File: src/design/verlet_2d_body_integrator_macros.svh
// assertion macros shared by the verlet body integrator rtl
// no dependencies; included by files that carry concurrent checks
`ifndef VERLET_2D_BODY_INTEGRATOR_MACROS_SVH
`define VERLET_2D_BODY_INTEGRATOR_MACROS_SVH

// same-cycle implication, disabled while reset is asserted
`define V2BI_ASSERT_IMP(name, clk, rst_n, ante, cons) \
    name: assert property (@(posedge clk) disable iff (!rst_n) (ante) |-> (cons)) \
        else $error("v2bi check failed");

// next-cycle implication, disabled while reset is asserted
`define V2BI_ASSERT_NXT(name, clk, rst_n, ante, cons) \
    name: assert property (@(posedge clk) disable iff (!rst_n) (ante) |=> (cons)) \
        else $error("v2bi check failed");

`endif

File: src/design/v2bi_ram.sv
// generic simple dual-port ram, one write and one registered read per cycle
// no dependencies
`default_nettype none

module v2bi_ram #(
    parameter int WIDTH = 32,
    parameter int DEPTH = 32
) (
    input  wire logic                                     i_clk,
    input  wire logic                                     i_we,
    input  wire logic [(DEPTH > 1 ? $clog2(DEPTH) : 1)-1:0] i_waddr,
    input  wire logic [WIDTH-1:0]                         i_wdata,
    input  wire logic [(DEPTH > 1 ? $clog2(DEPTH) : 1)-1:0] i_raddr,
    output logic      [WIDTH-1:0]                         o_rdata
);

    logic [WIDTH-1:0] r_mem [DEPTH];

    always_ff @(posedge i_clk) begin
        if (i_we) begin
            r_mem[i_waddr] <= i_wdata;
        end
        o_rdata <= r_mem[i_raddr];
    end

endmodule

`default_nettype wire

File: config.mk
export PLATFORM = sky130hd
export DESIGN_NAME = v2bi_ram
export DESIGN_NICKNAME = d
export VERILOG_FILES = /design/src/design/verlet_2d_body_integrator_macros.svh /design/src/design/v2bi_ram.sv
export SDC_FILE = /design/constraint.sdc
export NUM_CORES = 1
export LEC_CHECK = 0
export BUFFER_PORTS_ARGS = -buffer_cell sky130_fd_sc_hd__buf_4
export CAP_MARGIN = 20
export CORE_UTILIZATION = 59
export CTS_BUF_LIST = sky130_fd_sc_hd__clkbuf_4
export CTS_CLUSTER_SIZE = 40
export DETAILED_ROUTE_END_ITERATION = 16
export PLACE_DENSITY = 0.79
export SYNTH_ARGS = -nofsm -noshare
export SYNTH_HDL_FRONTEND = slang
export SYNTH_SLANG_ARGS = --single-unit
File: constraint.sdc
create_clock -name i_clk -period 3.2 [get_ports i_clk]
set_input_delay 0.64 -clock i_clk [delete_from_list [all_inputs] [get_ports i_clk]]
set_output_delay 0.64 -clock i_clk [all_outputs]
set_load 0.01 [all_outputs]
; ---- Yosys cells after proc, flatten, opt, wreduce, memory -nomap -nowiden
; Memory sizes are Yosys's and may differ from the RTL's. A register that Yosys moved wholly into a read port is not among the register bits.
; Index checks and enable logic that the tools add are counted.
[word_totals]
ram_bits = 1024
wordCells = 3
input_bits = 44
memories = 1
reg_bits = 0
out_inout_bits = 32
[mem_list]
columns = name, depth, width, rd, rd_ports_with_merged_regs, write_ports, line
row1 = r_mem, 32, 32, 1, 1, 1, v2bi_ram.sv:17  ; logic [WIDTH-1:0] r_mem [DEPTH];
[op_classes]
muxes = 2
[op_table]
columns = op, n
row1 = $mux W1, 2

; ---- Longest topological paths before layout
; Gate-level depths: netlist (run 1).
[logic_depth]
word_depth = 2
ltp_mapped = 8
mapped_depth_nobuf = 5

; ---- Worst setup path before layout (run 1)
; Ideal clock, no wire load.
[synth_timing]
kind = input port to flip-flop
from = in i_waddr[1] (netlist name)
to = mem r_mem[12][0], enable pin
required_time_ns = 2.779
path_buffers = 1
stages = 3
t_arrival_ns = 2.653
setup_time_ns = 0.421
path_slack_ns = 0.126
cell_sequence = or3b_2 clkbuf_1 nor2_1
[synth_rtl]
columns = element, line
row1 = start: declaration, v2bi_ram.sv:11  ; input wire logic [(DEPTH > 1 ? $clog2(DEPTH) : 1)-1:0] i_waddr,
row2 = end: declaration, v2bi_ram.sv:17
; Straight into the memory's write port.

; ---- Final worst setup path (run 1)
[layout_timing]
from = reg o_rdata[7] (read register of r_mem)
to = out o_rdata[7]
[layout_rtl]
columns = element, line
row1 = start: declaration, v2bi_ram.sv:14  ; output logic [WIDTH-1:0] o_rdata
; No word-level cell between the ends.

==> flow_summary.rst, run 1 <==
.. list-table::
   :header-rows: 1

   * - Metric
     - Value
   * - Most common cell after layout, fill and taps aside
     - edfxtp_1
   * - Clock tree buffer depth
     - 3
   * - Final net count
     - 2614
   * - Quantity of gates resized following cts
     - 0
   * - Die Area
     - 69700 um^2
   * - CP Data Arrival Time
     - 1.75 ns
   * - DRC violation count after routing
     - 0
   * - Cell area after layout
     - 46300 um^2
   * - Commonest cells after routing, fill and taps aside
     - edfxtp_1, mux2i_1, clkbuf_4
   * - Unrepaired setup endpoints after global routing
     - false
   * - Port Buf Inserts
     - 75
   * - Clock tree from TritonCTS
     - built
   * - Type of element launching the critical path
     - flip-flop
   * - Worst Hold Slack
     - 0.121 ns
   * - Setup crit end kind
     - output pin
   * - Largest fanout on the critical path
     - 1
   * - Largest net degree at the start of global routing
     - 103
   * - Most used DFF post-synth
     - edfxtp_1
   * - Initial standard-cell utilization of the core
     - 0.600
   * - Setup TNS Final
     - 0 ns
   * - Flip-flop and latch count after synthesis
     - 1056
   * - Area added between synthesis and finish
     - 14.3%
   * - Number of detailed-routing iterations run before antenna repair
     - 7
   * - CTS Root Buffer Type
     - clkbuf_4
   * - Number of pins with negative max-slew slack in the final report
     - 0
   * - Post-Syn Instances
     - 2260
   * - First DRT Iteration DRCs
     - 2699
   * - Cell Area, Synth
     - 40500 um^2
   * - Setup violators final
     - 0
   * - Leakage
     - 16.5 nW
   * - Max_slew headroom
     - 0.460
   * - Vias in the first global route
     - 22680
   * - Cells traversed along the worst timing path
     - buf_4
   * - Wire length of the first global-routing pass
     - 139 mm
   * - Number of antenna violations at the first check in global routing
     - 1
   * - Height of the die
     - 264 um
   * - Number of synthesis warnings
     - 0
   * - Number of synthesized flops with an enable pin
     - 1024
   * - VDD IR max
     - 0.000410 V
   * - Width of the die
     - 264 um
   * - Run status
     - finished clean
   * - Synthesized net count
     - 2304
   * - Overflow left after global routing
     - 0
   * - Critical path data required time
     - 2.56 ns
   * - Synthesized area divided by synthesized cell count
     - 17.9 um^2
   * - Via count normalized by instance count
     - 6.15
   * - Clock sinks
     - 1056
   * - Number of distinct library cells after synthesis
     - 25
   * - Number of hold violations in the final report
     - 0
   * - Power per standard cell area
     - 595 nW/um^2
   * - Detailed-route wire length
     - 94.8 mm
   * - Weighted congestion reported at the end of routability-driven placement
     - 0.839
   * - Transition time at the pin with the least slew margin
     - 0.807 ns
   * - Worst-path cell with the longest stage delay
     - dfxtp_1
   * - Worst hold-check path type
     - in -> reg
   * - H-Tree Depth
     - 4
   * - Final Cycle Share
     - 0.746
   * - Clock slew at the register clock pins of the worst setup and hold paths
     - 0.07 ns
   * - Core Area
     - 67500 um^2
   * - Via count
     - 22476
   * - Final total power
     - 27.6 mW
   * - Sum of buffers and inverters on the critical path
     - 1
   * - Clock latency reported for the late side of the worst-skew pair
     - 1.11 ns
   * - Global router's overall resource usage
     - 0.274
   * - Post-placement cell area
     - 42800 um^2
   * - Achievable frequency
     - 419 MHz
   * - TritonCTS buffer count
     - 235
   * - Max Cap Violations
     - 0
   * - Setup clock skew after layout
     - 0.0579 ns
   * - Fraction of final layout cells sized beyond drive strength 1
     - 0.213
   * - CP delay by family, top
     - flip-flops
   * - Half-perimeter wire length after placement
     - 51.2 mm
   * - Count of nets left with antenna violations after detail routing
     - 0
   * - I/O pin count
     - 76
   * - Sequential element share of the synthesized area
     - 0.775
   * - Routed wirelength normalized by instance count
     - 25.9 um
   * - Critical path class
     - reg -> out
   * - Number of rows created at floorplan
     - 95
   * - Post-synthesis async set-or-reset flop share
     - 0
   * - Final cell utilization of the core
     - 0.686
   * - Final critical-path required period
     - 2.39 ns
   * - Fill cell total of the finished layout
     - 4168
   * - Delay of the slowest cell on the worst path
     - 0.46 ns
==> cells in the mapped netlist, types with 2 or more instances <==
master    count  area, um^2
a22o_1       64         561
mux2i_1     512        5120
buf_6        15         169
clkbuf_1     46         173
nand3_1      98         490
nor2_1       34         128
buf_1         5        18.8
dfxtp_1      32         641
a31oi_1      32         200
clkbuf_4      2        15.0
a22oi_1      96         721
edfxtp_1   1024       30700
nand3b_1      5        37.5
buf_2        26         130
nor3_1       32         160
or3b_2        3        26.3
a21oi_1      96         480
nand2b_1      2        12.5
buf_4        33         248
nand2_1      98         368
==> timing repair <==
action	4_1_cts	5_1_grt
setup buffers	0	0
hold buffers	32	0
hold endpoints to repair	1024	0
==> sequential cells by signal, summed over array words and instances (netlist names) <==
name	cells
r_mem	1024
o_rdata	32
==> layer usage <==
metal / up-vias / wire [um] / global-route usage
met5: - / 0 / 0
met4: 0 / 2710 / 0.103
met3: 203 / 8190 / 0.0635
met2: 1222 / 47300 / 0.457
met1: 11265 / 36600 / 0.352
li1: 9786 / - / -
==> final timing paths <==
| check | slack [ns] | start | to | cells after the start |
|---|---|---|---|---|
| setup / recovery | 0.81 | o_rdata[7] | o_rdata[7] | 1 |
| hold / removal | 0.12 | i_raddr[1] | o_rdata[16] | 5 |
| setup reg to reg | 1.73 | r_mem[7][4] | o_rdata[4] | 5 |
| hold reg to reg | 0.60 | r_mem[16][1] | o_rdata[1] | 4 |
==> worst min-delay path: stages <==
cell and delay [ns]:
buf_4 0.13, nor2b_4 0.09, a21oi_1 0.15, nand3_1 0.10
nand3_1 0.08
==> stage by stage <==
stage | setup WS [ns] | instances
2_1_floorplan | 0.126 | 2260
3_3_place_gp | 0.689 | 3173
3_5_place_dp | 0.662 | 3174
4_1_cts | 0.742 | 3651
5_1_grt | 0.744 | 3652
6_report | 0.813 | 3656
==> final cells by class <==
cell class                 instances  area (um^2)  share of cell area
sequential                      1056        31400               0.678
multi-input combinational       1077         8610               0.186
clock buffer                     360         2700              0.0584
timing repair buffer             200         2010              0.0435
tap                              873         1090              0.0236
clock inverter                    85          467              0.0101
antenna                            5         12.5            0.000270
==> kinds of logic after synthesis <==
kind of cell / Yosys count / synth area share
AO/OA/AOI/OAI: 288 / 0.0485
buffers and inverters: 127 / 0.0186
flip-flops: 1056 / 0.775
multiplexers: 512 / 0.127
AND/OR/NAND/NOR: 277 / 0.0310
==> power breakdown <==
part	internal [mW]	total [mW]	switching [mW]
clock	5.47	10.6	5.10
sequential	15.4	15.4	0.0836
combinational	0.568	1.54	0.970
total	21.4	27.6	6.16
No activity file was read; power rests on OpenSTA's default activity.
==> inputs of run 2 (changes only) <==
- clock period: 3.2 -> 2.15 ns (I/O delays scaled with it)
==> flow_summary.rst, run 2 (synthesized netlist as in run 1, its figures left out) <==
.. list-table::
   :header-rows: 1

   * - Metric
     - Value
   * - Max_slew headroom
     - 0.527 (was 0.460)
   * - WHS Path Cells
     - 4 (was 5)
   * - Number of detailed-routing iterations run before antenna repair
     - 5 (was 7)
   * - CP Data Arrival Time
     - 3.01 ns (was 1.75 ns)
   * - Fraction of final layout cells sized beyond drive strength 1
     - 0.239 (was 0.213)
   * - DRC violation count after routing
     - 0 (unchanged)
   * - Buffer count from post-CTS setup fixing
     - 0 (unchanged)
   * - Type of element launching the critical path
     - primary input (was flip-flop)
   * - HP Start
     - i_waddr[1] (was i_raddr[1])
   * - Routed wirelength normalized by instance count
     - 26.4 um (was 25.9 um)
   * - Switching component of the power
     - 9.19 mW (was 6.16 mW)
   * - Clock slew at the register clock pins of the worst setup and hold paths
     - 0.08 ns (was 0.07 ns)
   * - Critical path data required time
     - 3.05 ns (was 2.56 ns)
   * - Number of rows created at floorplan
     - 95 (unchanged)
   * - Leakage
     - 17.1 nW (was 16.5 nW)
   * - Fill cell total of the finished layout
     - 4004 (was 4168)
   * - Final net count
     - 2704 (was 2614)
   * - Worst reg2reg path endpoint
     - o_rdata[10] (was o_rdata[4])
   * - Global router's overall resource usage
     - 0.286 (was 0.274)
   * - Via count normalized by instance count
     - 6.20 (was 6.15)
   * - Area used by multi-input combinational logic
     - 8610 um^2 (about the same)
   * - Fin cells
     - 3728 (was 3656)
   * - Final cell utilization of the core
     - 0.703 (was 0.686)
   * - Final critical-path required period
     - 2.11 ns
   * - Final Cycle Share
     - 0.982
   * - Placed cell count
     - 3258 (was 3174)
   * - Commonest cells after routing, fill and taps aside
     - edfxtp_1, mux2i_1, clkbuf_4 (unchanged)
   * - Clock tree buffer depth
     - 3 (unchanged)
   * - TritonCTS buffer count
     - 236 (was 235)
   * - Number of flip-flops in the largest register
     - 1024 (unchanged)
   * - Port Buf Inserts
     - 75 (unchanged)
   * - CTS Root Buffer Type
     - clkbuf_4 (unchanged)
   * - VDD IR max
     - 0.000498 V (was 0.000410 V)
   * - Number of hold violations in the final report
     - 0 (unchanged)
   * - Setup clock skew after layout
     - 0.0586 ns (was 0.0579 ns)
   * - Detailed-route wire length
     - 98.2 mm (was 94.8 mm)
   * - I/O pin count
     - 76 (unchanged)
   * - Weighted congestion reported at the end of routability-driven placement
     - 0.835 (was 0.839)
   * - Via count
     - 23103 (was 22476)
   * - Most common cell after layout, fill and taps aside
     - edfxtp_1 (unchanged)
   * - Setup violators final
     - 0 (unchanged)
   * - Height of the die
     - 264 um (unchanged)
   * - Final total power
     - 41.1 mW (was 27.6 mW)
   * - Setup TNS Final
     - 0 ns (unchanged)
   * - Worst setup slack for register-to-register paths
     - 0.63 ns (was 1.73 ns)
   * - Critical path class
     - in -> reg (was reg -> out)
   * - Max Cap Violations
     - 0 (unchanged)
   * - Fraction of power consumed by combinational cells
     - 0.060 (was 0.056)
   * - Largest fanout on the critical path
     - 21 (was 1)
   * - Wire length of the first global-routing pass
     - 146 mm (was 139 mm)
   * - Cell area after layout
     - 47400 um^2 (was 46300 um^2)
   * - Worst hold-check path type
     - in -> reg (unchanged)
   * - Unrepaired setup endpoints after global routing
     - false (unchanged)
   * - Clock tree from TritonCTS
     - built (unchanged)
   * - Reg-to-reg startpoint
     - r_mem[1][10] (was r_mem[7][4])
   * - Initial standard-cell utilization of the core
     - 0.600 (unchanged)
   * - First DRT Iteration DRCs
     - 2503 (was 2699)
   * - Top Registers
     - r_mem (1024), o_rdata (32) (unchanged)
   * - Number of pins with negative max-slew slack in the final report
     - 0 (unchanged)
   * - Transition time at the pin with the least slew margin
     - 0.707 ns (was 0.807 ns)
   * - Reg with most FFs
     - r_mem (unchanged)
   * - Half-perimeter wire length after placement
     - 57.2 mm (was 51.2 mm)
   * - Clock sinks
     - 1056 (unchanged)
   * - Proportion of power drawn by flip-flops and latches
     - 0.560 (about the same)
   * - Int Power
     - 31.9 mW (was 21.4 mW)
   * - Sw frac
     - 0.223 (about the same)
   * - Clock latency reported for the late side of the worst-skew pair
     - 1.09 ns (was 1.11 ns)
   * - Post-placement cell area
     - 43900 um^2 (was 42800 um^2)
   * - Count of nets left with antenna violations after detail routing
     - 0 (unchanged)
   * - Core Area
     - 67500 um^2 (unchanged)
   * - Vias in the first global route
     - 23926 (was 22680)
   * - Run status
     - finished clean (unchanged)
   * - Clk pwr share
     - 0.380 (was 0.384)
   * - H-Tree Depth
     - 4 (unchanged)
   * - Depth of the most critical reg-to-reg path
     - 5 (unchanged)
   * - Achievable frequency
     - 474 MHz
   * - Die Area
     - 69700 um^2 (unchanged)
   * - Area added between synthesis and finish
     - 17.2% (was 14.3%)
   * - Power per standard cell area
     - 867 nW/um^2 (was 595 nW/um^2)
   * - End point of the worst hold path
     - r_mem[25][10] (was o_rdata[16])
   * - Largest net degree at the start of global routing
     - 54 (was 103)
   * - Setup crit end kind
     - flip-flop (was output pin)
   * - Sequential cell area in the final layout
     - 31400 um^2 (about the same)
   * - Width of the die
     - 264 um (unchanged)
   * - Number of antenna violations at the first check in global routing
     - 2 (was 1)
   * - Overflow left after global routing
     - 0 (unchanged)
==> run 2: cell count changes in the layout (fill, tap and decap cells not counted), sizes merged <==
cell / change
buf: +84
clkbuf: -1
clkinv: -9
clkinvlp: -1
diode: -4
dlygate4sd3: +5
inv: -2
==> run 2: area by class of cell <==
cell class              instances  share of cell area
well taps                     873              0.0230
repair buffers                289              0.0674
flip-flops and latches       1056               0.662
diodes                          1           0.0000528
multi-input cells            1077               0.182
clock inverters                73             0.00881
clock buffers                 359              0.0568
==> run 2: how the worst max path moves through the flow <==
stage                start     endpoint  slack (ns)
6_report        i_raddr[2]  o_rdata[13]        0.04
5_1_grt         o_rdata[7]   o_rdata[7]        0.02
4_1_cts        o_rdata[11]  o_rdata[11]       0.003
3_5_place_dp    i_raddr[0]  o_rdata[12]       -0.20
3_3_place_gp    i_raddr[0]  o_rdata[12]       -0.11
2_1_floorplan   i_waddr[3]  r_mem[1][0]       -0.51
==> run 2: timing repair <==
action                                  in CTS  in global routing
hold endpoints to repair                  1039                  0
hold buffers                                37                  0
cloned                                       0                  0
endpoints found under the setup margin      12                  6
pin swaps                                    0                  0
gates resized for setup                     13                  5
==> run 2: worst max-delay path, cell delays in order <==
cell and delay [ns]:
dlygate4sd3_1 0.55, buf_4 0.16, nor2_4 0.06, dlygate4sd3_1 0.61, buf_12 0.20, buf_6 0.27, a22o_1 0.19, nor3_1 0.06
a31oi_1 0.24, nand3_1 0.19
==> run 2: power groups by stage <==
stage                     clock network, mW  logic (mW)  registers (mW)
after global placement                    0        2.31            23.4
after detailed placement                  0        2.39            23.5
after CTS                              15.9        2.45            23.0
final                                  15.6        2.48            23.0
after floorplan                           0        1.19            23.4
after global routing                   16.9        2.60            23.0
==> run 2: through the flow <==
stage,setup WS (ns),hold WS (ns)
finish,0.0395,0.149
global route,0.0165,0.0581
CTS,0.00334,0.0226
detailed placement,-0.203,0.591
global placement,-0.115,0.563
floorplan,-0.510,0.529
==> run 2: routing by layer <==
layer | vias up | routed length (um) | GRT usage | part of all wire
met3 | 196 | 9560 | 0.0690 | 0.097
met4 | 2 | 3260 | 0.120 | 0.033
met2 | 1355 | 48100 | 0.464 | 0.49
li1 | 9966 | - | - | -
met5 | - | 13 | 0 | 0.00013
met1 | 11584 | 37300 | 0.372 | 0.38
